<file path="config.mk">
export PLATFORM = sky130hd
export DESIGN_NAME = strm_seq
export DESIGN_NICKNAME = d
export VERILOG_FILES = /design/src/strm_pkg.sv /design/src/strm_seq.sv
export SDC_FILE = /design/constraint.sdc
export NUM_CORES = 1
export LEC_CHECK = 0
export BUFFER_PORTS_ARGS = -buffer_cell sky130_fd_sc_hd__buf_2
export CAP_MARGIN = 15
export CORE_ASPECT_RATIO = 2
export CORE_UTILIZATION = 50
export DETAILED_ROUTE_END_ITERATION = 6
export GPL_TIMING_DRIVEN = 0
export PLACE_DENSITY = 0.82
export SLEW_MARGIN = 20
export SYNTH_ARGS = -nofsm -noshare
export SYNTH_HDL_FRONTEND = slang
export SYNTH_SLANG_ARGS = --single-unit
</file>
<file path="constraint.sdc">
create_clock -name clk -period 15.9 [get_ports clk]
set_input_delay 1.59 -clock clk [delete_from_list [all_inputs] [get_ports clk]]
set_output_delay 1.59 -clock clk [all_outputs]
set_load 0.005 [all_outputs]
</file>
<file path="src/strm_pkg.sv">
// Shared types, sizes and helper functions for the sparse table range minimum block.
package strm_pkg;

  localparam int unsigned DATA_WIDTH   = 32;
  localparam int unsigned MAX_ELEMENTS = 1024;
  localparam int unsigned LEVELS       = 11;
  localparam int unsigned IDX_W        = 10;
  localparam int unsigned CNT_W        = 11;
  localparam int unsigned LVL_W        = 4;
  localparam int unsigned ADDR_W       = LVL_W + IDX_W;
  localparam int unsigned DEPTH        = LEVELS * MAX_ELEMENTS;

  typedef logic signed [DATA_WIDTH-1:0] data_t;
  typedef logic [IDX_W-1:0]             idx_t;
  typedef logic [CNT_W-1:0]             cnt_t;
  typedef logic [LVL_W-1:0]             lvl_t;
  typedef logic [ADDR_W-1:0]            addr_t;

  typedef enum logic {
    OP_LOAD  = 1'b0,
    OP_QUERY = 1'b1
  } op_t;

  // Input request: one load or one query
  typedef struct packed {
    op_t                          op;
    logic signed [DATA_WIDTH-1:0] value;
    logic                         last;
    logic [IDX_W-1:0]             from_index;
    logic [IDX_W-1:0]             to_index;
  } in_req_t;

  // Result request: answer to one query
  typedef struct packed {
    logic signed [DATA_WIDTH-1:0] minimum;
    logic                         error;
  } out_rsp_t;

  // Table port controls from the sequencer to the memory
  typedef struct packed {
    logic  we;
    addr_t waddr;
    data_t wdata;
    logic  re;
    addr_t raddr_a;
    addr_t raddr_b;
  } mem_req_t;

  // Signed minimum of two entries
  function automatic data_t smin(input data_t a, input data_t b);
    return (a < b) ? a : b;
  endfunction

  // Table address of entry idx in level lvl
  function automatic addr_t tbl_addr(input lvl_t lvl, input idx_t idx);
    return {lvl, idx};
  endfunction

  // Position of the highest set bit of a range length
  function automatic lvl_t floor_log2(input cnt_t v);
    lvl_t r;
    r = '0;
    for (int i = 0; i < CNT_W; i++) begin
      if (v[i]) r = LVL_W'(i);
    end
    return r;
  endfunction

endpackage

</file>
<file path="src/strm_seq.sv">
// Sequencer: element loads, level-by-level table build, query lookups and result register.
module strm_seq (
  input  logic               clk,
  input  logic               rst_n,
  input  logic               in_valid,
  input  strm_pkg::in_req_t  in_req,
  output logic               in_stall,
  output logic               out_valid,
  output strm_pkg::out_rsp_t out_rsp,
  input  logic               out_stall,
  output strm_pkg::mem_req_t mem_req,
  input  strm_pkg::data_t    rd_a,
  input  strm_pkg::data_t    rd_b
);

  typedef enum logic [3:0] {
    S_IDLE  = 4'b0001,
    S_QUERY = 4'b0010,
    S_BUILD = 4'b0100,
    S_DRAIN = 4'b1000
  } state_t;

  state_t             state_r, state_nxt;
  strm_pkg::cnt_t     count_r, count_nxt;
  logic               built_r, built_nxt;
  strm_pkg::lvl_t     lvl_r, lvl_nxt;
  strm_pkg::idx_t     idx_r, idx_nxt;
  logic               wr_pend_r, wr_pend_nxt;
  strm_pkg::addr_t    wr_addr_r, wr_addr_nxt;
  logic               q_err_r, q_err_nxt;
  logic               out_valid_r, out_valid_nxt;
  strm_pkg::out_rsp_t out_rsp_r, out_rsp_nxt;

  logic                   accept;
  strm_pkg::cnt_t         cnt_base;
  strm_pkg::cnt_t         q_len;
  strm_pkg::lvl_t         q_lvl;
  strm_pkg::cnt_t         q_span;
  strm_pkg::cnt_t         q_idx_b;
  logic [strm_pkg::CNT_W:0] b_span;
  logic [strm_pkg::CNT_W:0] b_end;
  strm_pkg::cnt_t         b_half;
  strm_pkg::lvl_t         b_prev;

  assign accept   = in_valid && (state_r == S_IDLE);
  assign in_stall = (state_r != S_IDLE);

  // Count as seen by a load: a finished build starts a new array
  assign cnt_base = built_r ? '0 : count_r;

  // Query level and second lookup index
  assign q_len   = {1'b0, in_req.to_index} - {1'b0, in_req.from_index} + strm_pkg::CNT_W'(1);
  assign q_lvl   = (strm_pkg::floor_log2(q_len) > strm_pkg::LVL_W'(strm_pkg::LEVELS - 1))
                   ? strm_pkg::LVL_W'(strm_pkg::LEVELS - 1) : strm_pkg::floor_log2(q_len);
  assign q_span  = strm_pkg::CNT_W'(1) << q_lvl;
  assign q_idx_b = {1'b0, in_req.to_index} + strm_pkg::CNT_W'(1) - q_span;

  // Build step geometry for the current level
  assign b_prev = lvl_r - strm_pkg::LVL_W'(1);
  assign b_half = strm_pkg::CNT_W'(1) << b_prev;
  assign b_span = (strm_pkg::CNT_W + 1)'(1) << lvl_r;
  assign b_end  = (strm_pkg::CNT_W + 1)'(idx_r) + (strm_pkg::CNT_W + 1)'(1) + b_span;

  // Next state, table port controls and result
  always_comb begin
    state_nxt     = state_r;
    count_nxt     = count_r;
    built_nxt     = built_r;
    lvl_nxt       = lvl_r;
    idx_nxt       = idx_r;
    wr_pend_nxt   = 1'b0;
    wr_addr_nxt   = wr_addr_r;
    q_err_nxt     = q_err_r;
    out_valid_nxt = out_valid_r && out_stall;
    out_rsp_nxt   = out_rsp_r;
    mem_req       = '0;

    // Finish a pending build write from the last read pair
    if (wr_pend_r) begin
      mem_req.we    = 1'b1;
      mem_req.waddr = wr_addr_r;
      mem_req.wdata = strm_pkg::smin(rd_a, rd_b);
    end

    unique case (state_r)
      S_IDLE: begin
        if (accept && (in_req.op == strm_pkg::OP_LOAD)) begin
          built_nxt = 1'b0;
          count_nxt = cnt_base;
          if (cnt_base < strm_pkg::CNT_W'(strm_pkg::MAX_ELEMENTS)) begin
            mem_req.we    = 1'b1;
            mem_req.waddr = strm_pkg::tbl_addr('0, cnt_base[strm_pkg::IDX_W-1:0]);
            mem_req.wdata = in_req.value;
            count_nxt     = cnt_base + strm_pkg::CNT_W'(1);
          end
          if (in_req.last) begin
            if (count_nxt >= strm_pkg::CNT_W'(2)) begin
              lvl_nxt   = strm_pkg::LVL_W'(1);
              idx_nxt   = '0;
              state_nxt = S_BUILD;
            end else begin
              built_nxt = 1'b1;
            end
          end
        end else if (accept) begin
          q_err_nxt = !built_r || (in_req.from_index > in_req.to_index) ||
                      ({1'b0, in_req.to_index} >= count_r);
          mem_req.re      = 1'b1;
          mem_req.raddr_a = strm_pkg::tbl_addr(q_lvl, in_req.from_index);
          mem_req.raddr_b = strm_pkg::tbl_addr(q_lvl, q_idx_b[strm_pkg::IDX_W-1:0]);
          state_nxt       = S_QUERY;
        end
      end
      S_QUERY: begin
        // Hold until the result register is free
        if (!out_valid_r || !out_stall) begin
          out_valid_nxt = 1'b1;
          if (q_err_r) begin
            out_rsp_nxt.minimum = '0;
            out_rsp_nxt.error   = 1'b1;
          end else begin
            out_rsp_nxt.minimum = strm_pkg::smin(rd_a, rd_b);
            out_rsp_nxt.error   = 1'b0;
          end
          state_nxt = S_IDLE;
        end
      end
      S_BUILD: begin
        // Read the two halves, write their minimum next cycle
        mem_req.re      = 1'b1;
        mem_req.raddr_a = strm_pkg::tbl_addr(b_prev, idx_r);
        mem_req.raddr_b = strm_pkg::tbl_addr(b_prev,
                            idx_r + b_half[strm_pkg::IDX_W-1:0]);
        wr_pend_nxt     = 1'b1;
        wr_addr_nxt     = strm_pkg::tbl_addr(lvl_r, idx_r);
        if (b_end > {1'b0, count_r}) begin
          lvl_nxt   = lvl_r + strm_pkg::LVL_W'(1);
          idx_nxt   = '0;
          state_nxt = S_DRAIN;
        end else begin
          idx_nxt = idx_r + strm_pkg::IDX_W'(1);
        end
      end
      S_DRAIN: begin
        // Last write of the level lands here; advance or finish
        if ((lvl_r < strm_pkg::LVL_W'(strm_pkg::LEVELS)) && (b_span <= {1'b0, count_r})) begin
          state_nxt = S_BUILD;
        end else begin
          built_nxt = 1'b1;
          state_nxt = S_IDLE;
        end
      end
      default: begin
        state_nxt = S_IDLE;
      end
    endcase
  end

  // Control registers
  always_ff @(posedge clk) begin
    if (!rst_n) begin
      state_r     <= S_IDLE;
      count_r     <= '0;
      built_r     <= 1'b0;
      wr_pend_r   <= 1'b0;
      out_valid_r <= 1'b0;
      lvl_r       <= '0;
      idx_r       <= '0;
    end else begin
      state_r     <= state_nxt;
      count_r     <= count_nxt;
      built_r     <= built_nxt;
      wr_pend_r   <= wr_pend_nxt;
      out_valid_r <= out_valid_nxt;
      lvl_r       <= lvl_nxt;
      idx_r       <= idx_nxt;
    end
  end

  // Payload registers
  always_ff @(posedge clk) begin
    wr_addr_r <= wr_addr_nxt;
    q_err_r   <= q_err_nxt;
    out_rsp_r <= out_rsp_nxt;
  end

  assign out_valid = out_valid_r;
  assign out_rsp   = out_rsp_r;

  // Loads write level 0 only; build writes never target level 0
  a_load_level0: assert property (@(posedge clk) disable iff (!rst_n)
    (mem_req.we && !wr_pend_r) |->
      (mem_req.waddr[strm_pkg::ADDR_W-1:strm_pkg::IDX_W] == '0))
    else $error("load write outside level 0");

  a_build_level: assert property (@(posedge clk) disable iff (!rst_n)
    (state_r == S_BUILD) |->
      (lvl_r != '0) && (lvl_r < strm_pkg::LVL_W'(strm_pkg::LEVELS)))
    else $error("build level out of range");

  a_built_rise: assert property (@(posedge clk) disable iff (!rst_n)
    $rose(built_r) |-> ($past(state_r) == S_DRAIN || $past(state_r) == S_IDLE))
    else $error("table marked built from wrong state");

  a_count_cap: assert property (@(posedge clk) disable iff (!rst_n)
    count_r <= strm_pkg::CNT_W'(strm_pkg::MAX_ELEMENTS))
    else $error("element count beyond capacity");

  a_pend_write: assert property (@(posedge clk) disable iff (!rst_n)
    wr_pend_r |-> ($past(state_r) == S_BUILD))
    else $error("build write without a preceding read");

endmodule

</file>
Yosys cells after proc, flatten, opt, wreduce, memory -nomap -nowiden
Index checks and enable logic that the tools add are counted.

word-level totals
  register bits = 80
  bits of input ports = 122
  output and inout port bits = 111
  word-level logic and storage cells = 119

operators by class
  $add $sub $neg = 11
  $lt $le $gt $ge = 9
  eq/ne operators = 14
  shifts and indexed selects = 3
  muxes and demuxes = 50
  bitwise logic cells = 2
  reduce and logical (&&, ||, !) cells = 19

operator list
  operator                                                                count
  47-bit 2-to-1 mux                                                       4
  4-bit 2-to-1 mux                                                        19
  29-bit 2-to-1 mux                                                       2
  29-bit case mux with 2 select lines                                     1
  11-bit 2-to-1 mux                                                       4
  10-bit 2-to-1 mux                                                       4
  32-bit < comparator                                                     1
  32-bit 2-to-1 mux                                                       1
  11-bit by 1-bit adder with 11-bit output, second input constant         2
  10-bit by 1-bit adder with 10-bit output, second input constant         2
  10-bit case mux with 2 select lines                                     1
  1-bit by 4-bit left shift with 10-bit output, first input constant      2
  4-bit case mux with 4 select lines                                      1
  11-bit by 12-bit adder with 12-bit output                               1
  12-bit by 11-bit greater-than comparator with 1-bit output              1
  12-bit by 11-bit less-or-equal comparator with 1-bit output             1
  1-bit by 4-bit left shift with 12-bit output, first input constant      1
  10-bit by 1-bit adder with 11-bit output, second input constant         1
  10-bit by 11-bit >= comparator with 1-bit output                        1
  11-bit by 2-bit >= comparator with 1-bit output, second input constant  1
  11-bit < comparator, second input constant                              1
  10-bit by 10-bit subtractor with 11-bit output                          1
  10-bit adder                                                            1
  10-bit greater-than comparator                                          1
  other kinds (28)                                                        53

Logic depth before layout (Yosys ltp)
Gate-level depths: netlist (run 1).

  depth in word-level cells = 19
  depth in mapped cells = 25
  gate-level depth less buffers = 25

Worst setup path before layout (run 1)
Ideal clock, no wire load.

  path kind = input-to-output
  from = input port in_req[1] in the netlist's numbering
  to = output port mem_req[9] in the netlist's numbering
  arrival time = 5.787 ns
  required time = 14.310 ns
  setup slack = 8.523 ns
  stages = 25
  path buffers = 0
  cells stage by stage = inv_1 -> ha_1 -> inv_1 -> ha_1 -> inv_1 -> fa_1 -> nand2b_1 -> o32ai_1 -> o21ai_0 -> xnor2_1 -> nor3b_1 -> and2_1 -> nor3b_1 -> ha_1 -> inv_1 -> ha_1 -> inv_1 -> fa_1 -> nor2b_1 -> o21ai_0 -> a21oi_1 -> o41ai_1 -> xnor2_1 -> xnor2_1 -> o22ai_1

RTL lines
  element             RTL line        source
  start: declaration  strm_seq.sv:6   input strm_pkg::in_req_t in_req,
  end: declaration    strm_seq.sv:11  output strm_pkg::mem_req_t mem_req,

==> results.yml, run 1 <==
outcome:
  outcome: "completed"
layout:
  finalInstanceArea_sq_mm: 0.0102
  layout-drive-gt1-share_pct: 22.6
  layout.nets: 1512
  final_core_util_pct: 62.6
  instances_no_fill: 1459
  area_delta_synth_final_pct: 21.3
clock_tree:
  holdBufCountCts: 0
  clock_sinks: 80
  clockRootBuffer: "clkbuf_16"
  clkLatencyLatePin_ns: 0.35
  cts_max_path_buffers: 2
  cts.clk_slew.worst_paths_ns: 0.07
  cts_tree: "yes"
  post_cts_resized: 0
  htreeDepth: 3
  post_cts_buffers: 0
  cts_buffers: 9
place:
  placed_cell_area_sq_mm: 0.00989
  placedCellCount: 1442
  gp_congestion: 1.02
  pre_cts_ws_ns: 7.47
  dp_hpwl_mm: 23.0
  io_buffer_count: 232
setup_path:
  rr_worst_depth: 19
  critPathRequiredTime_ns: 14.31
  cpLargestDelayFamily: "adder cells"
  cpMaxStageDelayCell: "xnor2_1"
  worstPathArrival_ns: 7.05
  crit_path_frequent_cell: "inv_1"
  startpoint_type: "primary input"
  worst-path-buf-inv: 7
  end_kind: "primary output"
  max_stage_delay_ns: 0.53
  crit_type: "in2out"
  cp.depth: 27
  path_max_fanout: 5
synth:
  async_reset_ff_share_pct: 0
  netlist_instances: 1005
  syn_area_sq_mm: 0.00844
  synth_area_per_cell_sq_um: 8.39
  yosysUniqueCellTypes: 73
  seq_area_frac_synth_pct: 24.7
  synth_edf_count: 48
  synth_warnings: 0
  ys.flop_type: "edfxtp_1"
  ys_seq_elements: 80
  synth_nets: 1268
timing:
  timing.final.crit_period_ns: 8.64
  fin_skew_ns: 0.00997
  setup_viol: 0
  fmax_mhz: 116
  timing.hold.ws_ns: 0.524
  period_share_pct: 54.4
  rsz0062_at_grt: "false"
  fin_setup_tns_ns: 0
  final_max_slew_viol_count: 0
  fin_ws_ns: 7.26
  hold_viol_final: 0
  worst_pin_slew_ns: 0.963
  slew-limit-headroom_pct: 35.7
power_and_ir_drop:
  report.power.total_uw: 694
  total_leakage_power_nw: 5.13
  powerDensity_mw_per_mm2: 67.8
  vdd_drop_max_mv: 0.0454
route:
  drt-initial-drc-count: 385
  drc: 0
  wl_per_cell_um: 19.4
  routed_wl_mm: 28.2
  routed_via_density: 5.95
  ant_nets: 0
  drt_pre_antenna_iters: 5
  vias: 8676
worst_hold_path:
  holdPathStages: 0
  worstHoldPathType: "reg2reg"
floorplan:
  fp-row-count: 66
  design.core.area_sq_mm: 0.0164
  die_height_um: 186
  initial_utilization_pct: 51.6
  die_x_um: 93.8
  io_pins: 233
  die_area_sq_mm: 0.0174
job:
  drv_cap: 0
global_routing:
  grt_pass1_vias: 8839
  grt_pass1_wl_mm: 43.3
  globalRouteOverflowTotal: 0
  track_usage_pct: 32.9
  antenna_found_initial: 3
  grt_max_degree: 24
[final timing paths]
| kind | startpoint | endpoint | slack, ns |
|---|---|---|---|
| hold / removal | lvl_r[2] | wr_addr_r[12] | 0.52 |
| setup / recovery | in_req[1] | mem_req[9] | 7.26 |
| setup reg to reg | lvl_r[3] | idx_r[5] | 10.88 |
| hold reg to reg | lvl_r[2] | wr_addr_r[12] | 0.52 |
[power breakdown]
group | switching [mW] | total [mW] | internal (mW)
Clock | 0.0874 | 0.230 | 0.143
Combinational | 0.138 | 0.237 | 0.0987
Sequential | 0.00464 | 0.227 | 0.223
Total | 0.230 | 0.694 | 0.464
[routing by layer]
layer  track usage, %  part of all wire, %  vias to the layer above
met1             28.4                   32                     3982
li1                 -                    -                     4099
met5                0                    0                        -
met2             62.7                   52                      462
met3             6.21                  7.1                      133
met4             27.4                  8.6                        0
[worst register-to-register path: cells and delay by family, from the launching register on]
kind / cells / cell delay (ns)
AND/OR/NAND/NOR: 8 / 1.72
AO/OA/AOI/OAI: 7 / 1.44
adder cells (fa/ha/maj): 2 / 0.64
buffers and inverters: 1 / 0.42
flip-flops: 1 / 0.50
multiplexers: 1 / 0.21
[layout make-up]
type / count / area [sq um]
flip-flops and latches: 80 / 2080
repair buffers: 233 / 1190
diodes: 1 / 2.50
fillers: 1452 / 6120
clock inverters: 5 / 65.1
plain buffers: 36 / 191
multi-input cells: 801 / 5840
inverters: 88 / 330
well taps: 204 / 255
clock buffers: 11 / 275
[logic make-up (layout without fill, tap and decap cells)]
logic type	Yosys count	in the layout	share of synthesized area [%]
and+or+nand+nor	334	334	20.2
xor gates and xnor gates	51	51	5.30
AOI/OAI and AO/OA	236	236	17.7
DFF	80	80	24.7
adders and majority gates	141	141	21.3
other	0	1	0
muxes	39	39	4.64
buffers and inverters	124	373	6.17
[sequential cells by signal, summed over array words and instances, names as in the netlist]
register   flops
q_err_r        1
lvl_r          4
idx_r         10
out_valid      1
wr_pend_r      1
built_r        1
state_r        4
out_rsp       33
count_r       11
wr_addr_r     14
[layout by cell type, fill, tap and decap left out, drive strengths merged, types with 6 or more instances in the layout]
master / n
a211oi: 9
nand2: 98
a21o: 17
nor3: 18
a31oi: 6
edfxtp: 48
clkbuf: 32
nand3: 26
dfxtp: 32
mux2i: 38
ha: 137
nand2b: 9
and3: 16
nor2b: 20
buf: 248
o21a: 7
nor2: 82
xor2: 20
nand4: 16
and2: 14
o21ai: 81
a21oi: 50
inv: 91
a22o: 13
a21boi: 8
xnor2: 31
o22ai: 12
[cell usage after synthesis (all sizes together) (9+ instances only)]
cell type	n	share of area, %
nor3	18	1.1
a211oi	9	0.80
nand2b	9	0.67
and3	16	1.2
nand4	16	1.2
nand2	98	4.4
ha	137	20
xnor2	31	3.2
buf	15	1.3
edfxtp	48	17
a22o	13	1.3
clkbuf	21	0.95
nor2	82	3.7
nor2b	20	1.5
a21o	17	1.5
nand3	26	1.5
a21oi	50	3.0
xor2	20	2.1
dfxtp	32	7.6
o22ai	12	0.89
inv	88	3.9
o21ai	81	5.0
and2	14	1.0
mux2i	38	4.5
Power figures use the tool's default switching activity.
==> run 2, diff against run 1 <==
CORE_UTILIZATION = 49   (was 50)
PLACE_DENSITY = 0.84   (was 0.82)
clock period = 6.9 ns   (was 15.9 ns; I/O delays follow)
==> results.yml, run 2 (same netlist as run 1, synthesis figures left out) <==
timing:
  fin_skew_ns: 0.00945
  final_max_slew_viol_count: 0
  hold_viol_final: 0
  worst_pin_slew_ns: 0.977
  fmax_mhz: 153
  fin_setup_tns_ns: 0
  rsz0062_at_grt: "false"
  setup_viol: 0
  timing.final.crit_period_ns: 6.55
  slew-limit-headroom_pct: 34.3
  period_share_pct: 94.9
  fin_ws_ns: 0.353
  timing.hold.ws_ns: 0.487
floorplan:
  die_area_sq_mm: 0.0178
  io_pins: 233
  design.core.area_sq_mm: 0.0168
  initial_utilization_pct: 50.3
  die_height_um: 188
  fp-row-count: 67
  die_x_um: 94.8
layout:
  layout-drive-gt1-share_pct: 23.0
  layout_common_cells: "buf_2, ha_1, nand2_1"
  layout.nets: 1512
  n_fill_cell: 1507
  final_common_cell: "buf_2"
  finalInstanceArea_sq_mm: 0.0102
  largest_reg_flops: 33
  area_delta_synth_final_pct: 21.3
power_and_ir_drop:
  vdd_drop_max_mv: 0.0921
  seqPwrFrac_pct: 33.4
  p_clk_share_pct: 31.0
  total_leakage_power_nw: 5.13
  p_int_mw: 1.00
  powerDensity_mw_per_mm2: 153
  combPwrFrac_pct: 35.5
  swShare_pct: 36.1
  p_sw_uw: 565
route:
  drc: 0
  vias: 8734
  routed_via_density: 5.97
  ant_nets: 0
  drt_pre_antenna_iters: 5
  wl_per_cell_um: 19.9
  routed_wl_mm: 29.2
  drt-initial-drc-count: 544
global_routing:
  grt_pass1_vias: 8678
  antenna_found_initial: 1
  grt_max_degree: 24
  track_usage_pct: 32.8
  grt_pass1_wl_mm: 43.6
  globalRouteOverflowTotal: 0
setup_path:
  critPathRequiredTime_ns: 6.21
  path_max_fanout: 4
  reg2reg_from: "lvl_r[3]"
  critPathCapture: "mem_req[9]"
  crit_type: "in2out"
  startpoint_type: "primary input"
  rr_endpoint: "idx_r[5]"
  worstPathArrival_ns: 5.86
  r2r_slack_ns: 1.73
  end_kind: "primary output"
  cp-startpoint: "in_req[1]"
  rr_worst_depth: 19
place:
  dp_hpwl_mm: 24.2
  placed_cell_area_sq_mm: 0.00990
  io_buffer_count: 232
  pre_cts_ws_ns: 0.221
  gp_congestion: 0.994
job:
  drv_cap: 0
clock_tree:
  clkLatencyLatePin_ns: 0.35
  post_cts_buffers: 0
  cts.clk_slew.worst_paths_ns: 0.07
  holdBufCountCts: 0
  cts_buffers: 9
  cts_tree: "yes"
  clockRootBuffer: "clkbuf_16"
  cts_max_path_buffers: 2
  htreeDepth: 3
  clock_sinks: 80
worst_hold_path:
  worstHoldPathType: "reg2reg"
outcome:
  outcome: "completed"
run 2: cell count changes in the layout (fill, tap and decap cells not counted), moves of 2 or more:
cell	before	now
clkbuf_16	11	9
nor3b_1	4	2
nor3b_2	0	2
inv_8	0	4
run 2: final cells by class:
type | count | area (sq um) | share of cell area, %
buffer | 36 | 191 | 1.87
clock buffer | 9 | 225 | 2.20
sequential | 80 | 2080 | 20.4
tap | 207 | 259 | 2.53
antenna | 2 | 5.00 | 0.0489
inverter | 88 | 330 | 3.23
clock inverter | 7 | 71.3 | 0.697
timing repair buffer | 233 | 1190 | 11.6
multi-input combinational | 801 | 5880 | 57.4
run 2: worst min-delay path by stage:
stage,from,end,cells after the start
final,lvl_r[2],wr_addr_r[12],0
after global routing,lvl_r[2],wr_addr_r[12],0
after CTS,lvl_r[2],wr_addr_r[12],0
after detailed placement,lvl_r[2],wr_addr_r[12],0
after global placement,lvl_r[2],wr_addr_r[12],0
after floorplan,lvl_r[2],wr_addr_r[12],0
run 2: timing repair:
action,4_1_cts,5_1_grt
endpoints found under the setup margin,0,1
resized for setup,0,6
hold endpoints to repair,0,0
run 2: worst max-delay path: stages:
cell and delay, ns:
buf_2 0.09, inv_1 0.08, ha_1 0.34, inv_1 0.07
ha_1 0.19, inv_1 0.07, fa_1 0.44, o31ai_1 0.40
o31ai_1 0.15, xor2_1 0.38, nor4b_2 0.39, and2_1 0.26
nor3b_1 0.21, ha_1 0.26, inv_1 0.06, ha_1 0.17
inv_1 0.06, fa_1 0.39, nor2b_1 0.12, o21ai_0 0.11
a21oi_1 0.23, o41ai_2 0.12, xnor2_1 0.18, xnor2_1 0.13
o22ai_1 0.09, buf_2 0.16
run 2: power by group through the flow:
stage	logic, mW	registers, mW	clock network, mW
after detailed placement	0.537	0.534	0
final	0.556	0.523	0.486
after global routing	0.608	0.524	0.504
after CTS	0.541	0.523	0.485
after global placement	0.525	0.533	0
after floorplan	0.351	0.530	0
run 2: metrics by stage:
stage	power (mW)	utilization, %	cells
2_1_floorplan	0.881	-	1005
3_3_place_gp	1.06	58.8	1444
3_5_place_dp	1.07	59.0	1445
4_1_cts	1.55	60.8	1461
5_1_grt	1.64	61.0	1461
6_report	1.57	61.0	1463
run 2: per-layer routing:
metal  up-vias  routed length, um  GRT usage, %
met5         -                  0             0
met4         0               2880          28.3
met3       159               1960          4.38
met2       446              15000          61.1
met1      4036               9290          29.4
li1       4093                  -             -
==> run 3, diff against run 2 <==
REMOVE_ABC_BUFFERS = 1   (was default)
==> results.yml, run 3 (same netlist as run 1, synthesis figures left out) <==
timing:
  slew-limit-headroom_pct: 24.9
  fmax_mhz: 150
  timing.final.crit_period_ns: 6.66
  period_share_pct: 96.6
  final_max_slew_viol_count: 0
  fin_skew_ns: 0.00774
  timing.hold.ws_ns: 0.547
  worst_pin_slew_ns: 1.12
  setup_viol: 0
  fin_setup_tns_ns: 0
  hold_viol_final: 0
setup_path:
  cpLargestDelayFamily: "compound AO/OA/AOI/OAI gates"
  cpMaxStageDelayCell: "nor3b_1"
  end_kind: "primary output"
  cp-startpoint: "in_req[2]"
  crit_path_frequent_cell: "ha_1"
  max_stage_delay_ns: 0.84
  r2r_slack_ns: 1.82
  critPathCapture: "mem_req[9]"
  crit_type: "in2out"
  cp.depth: 24
  startpoint_type: "primary input"
  crit_chain: "buf_2, inv_1, ha_1, ha_1, a221oi_2, o311ai_1, a21oi_1, nor3b_1, nor3b_2, and2_1, nor3b_1, ha_1, inv_1, ha_1, inv_1, fa_1, nor2b_1, o21ai_0, a21oi_2, o41ai_2, xnor2_1, xnor2_1, o22ai_1, buf_2"
  worstPathArrival_ns: 5.97
  path_max_fanout: 6
  rr_worst_depth: 19
  reg2reg_from: "lvl_r[0]"
  worst-path-buf-inv: 5
  critPathRequiredTime_ns: 6.21
  rr_endpoint: "idx_r[5]"
global_routing:
  track_usage_pct: 30.3
  grt_pass1_vias: 8431
  antenna_found_initial: 0
  grt_max_degree: 33
  globalRouteOverflowTotal: 0
  grt_pass1_wl_mm: 41.0
worst_hold_path:
  worstHoldPathType: "reg2reg"
outcome:
  outcome: "completed"
floorplan:
  initial_utilization_pct: 50.3
  fp-row-count: 67
  io_pins: 233
  die_height_um: 188
  die_x_um: 94.8
  design.core.area_sq_mm: 0.0168
  die_area_sq_mm: 0.0178
power_and_ir_drop:
  swShare_pct: 33.8
  combPwrFrac_pct: 33.8
  powerDensity_mw_per_mm2: 157
  vdd_drop_max_mv: 0.109
  seqPwrFrac_pct: 33.2
  p_clk_share_pct: 32.9
  total_leakage_power_nw: 5.06
  p_sw_uw: 535
  p_int_mw: 1.05
layout:
  finalInstanceArea_sq_mm: 0.0101
  largest_reg_flops: 33
  multi_input_area_sq_mm: 0.00589
  area_delta_synth_final_pct: 20.0
  final_common_cell: "buf_2"
  layout.nets: 1479
  final_core_util_pct: 60.4
  layout-drive-gt1-share_pct: 22.9
  n_fill_cell: 1490
  seq_area_sq_mm: 0.00208
  layout_common_cells: "buf_2, ha_1, nand2_1"
  n_antenna_cell: 0
route:
  drt-initial-drc-count: 521
  wl_met3_mm: 1.88
  ant_nets: 0
  highest_layer: "met4"
  route.met2.wl_mm: 14.2
  wl_per_cell_um: 18.8
  m1WireLength_mm: 8.50
  routed_wl_mm: 26.8
  routed_via_density: 5.92
  drc: 0
  vias: 8451
  drt_pre_antenna_iters: 6
place:
  dp_hpwl_mm: 21.5
  io_buffer_count: 232
  gp_congestion: 0.973
  placed_cell_area_sq_mm: 0.00974
clock_tree:
  cts_tree: "yes"
  cts.clk_slew.worst_paths_ns: 0.06
  clkLatencyLatePin_ns: 0.34
  htreeDepth: 3
  cts_max_path_buffers: 2
  cts_buffers: 9
  clock_sinks: 80
  clockRootBuffer: "clkbuf_16"
job:
  drv_cap: 0
-- run 3: cell types whose count changed in the layout (fill, tap and decap cells not counted), sizes merged --
cell | previous run | this run
inv | 94 | 93
clkbuf | 30 | 10
buf | 248 | 236
clkinv | 1 | 0
diode | 2 | 0
bufinv | 0 | 1
-- run 3: repair_timing --
action                                  CTS  global route
hold endpoints to repair                  0             0
setup buffers                             0             1
hold buffers                              0             0
endpoints found under the setup margin    0             3
gates resized for setup                   0             8
-- run 3: cell type report --
class / count / share of cell area [%]
multi-input combinational: 801 / 58.3
clock buffer: 10 / 2.47
tap: 207 / 2.56
inverter: 88 / 3.26
timing repair buffer: 236 / 12.1
clock inverter: 6 / 0.754
sequential: 80 / 20.6
-- run 3: how the worst min path moves through the flow --
stage / from / end / slack, ns / depth (start not counted)
global route: count_r[8] / count_r[8] / 0.57 / 2
global placement: count_r[8] / count_r[8] / 0.53 / 2
floorplan: count_r[8] / count_r[8] / 0.49 / 2
detailed placement: count_r[8] / count_r[8] / 0.53 / 2
finish: count_r[8] / count_r[8] / 0.55 / 2
CTS: count_r[8] / count_r[8] / 0.54 / 2
-- run 3: through the flow --
step,setup slack (ns),total power [mW],std cells
floorplan,1.32,0.866,969
global placement,0.0981,1.03,1408
detailed placement,0.0811,1.05,1411
CTS,0.0671,1.57,1427
global route,-0.00517,1.66,1428
finish,0.236,1.58,1428
-- run 3: worst reg2reg max path, stage by stage, from the launching register on --
cell,delay [ns]
dfxtp_1,0.52
inv_1,0.17
ha_1,0.33
and2_1,0.20
ha_1,0.33
nor2b_1,0.16
o21ai_0,0.17
nand2b_1,0.11
a21o_1,0.19
a21oi_1,0.25
o21a_1,0.23
mux2i_1,0.19
nand4_1,0.10
ha_1,0.30
nand3_1,0.11
nor3_1,0.22
a21oi_1,0.09
nor4_2,0.84
o21ai_2,0.30
a21oi_1,0.20
-- run 3: routing by layer --
| metal | track usage [%] | up-vias |
|---|---|---|
| li1 | - | 4031 |
| met1 | 26.3 | 3869 |
| met2 | 56.5 | 425 |
| met3 | 6.45 | 126 |
| met4 | 24.8 | 0 |
| met5 | 0 | - |
-- run 3: power groups by stage --
stage	clock network [mW]	registers (mW)	logic, mW
after detailed placement	0	0.537	0.512
after global routing	0.546	0.528	0.590
after CTS	0.529	0.526	0.516
final	0.522	0.526	0.536
after global placement	0	0.537	0.495
after floorplan	0	0.533	0.333
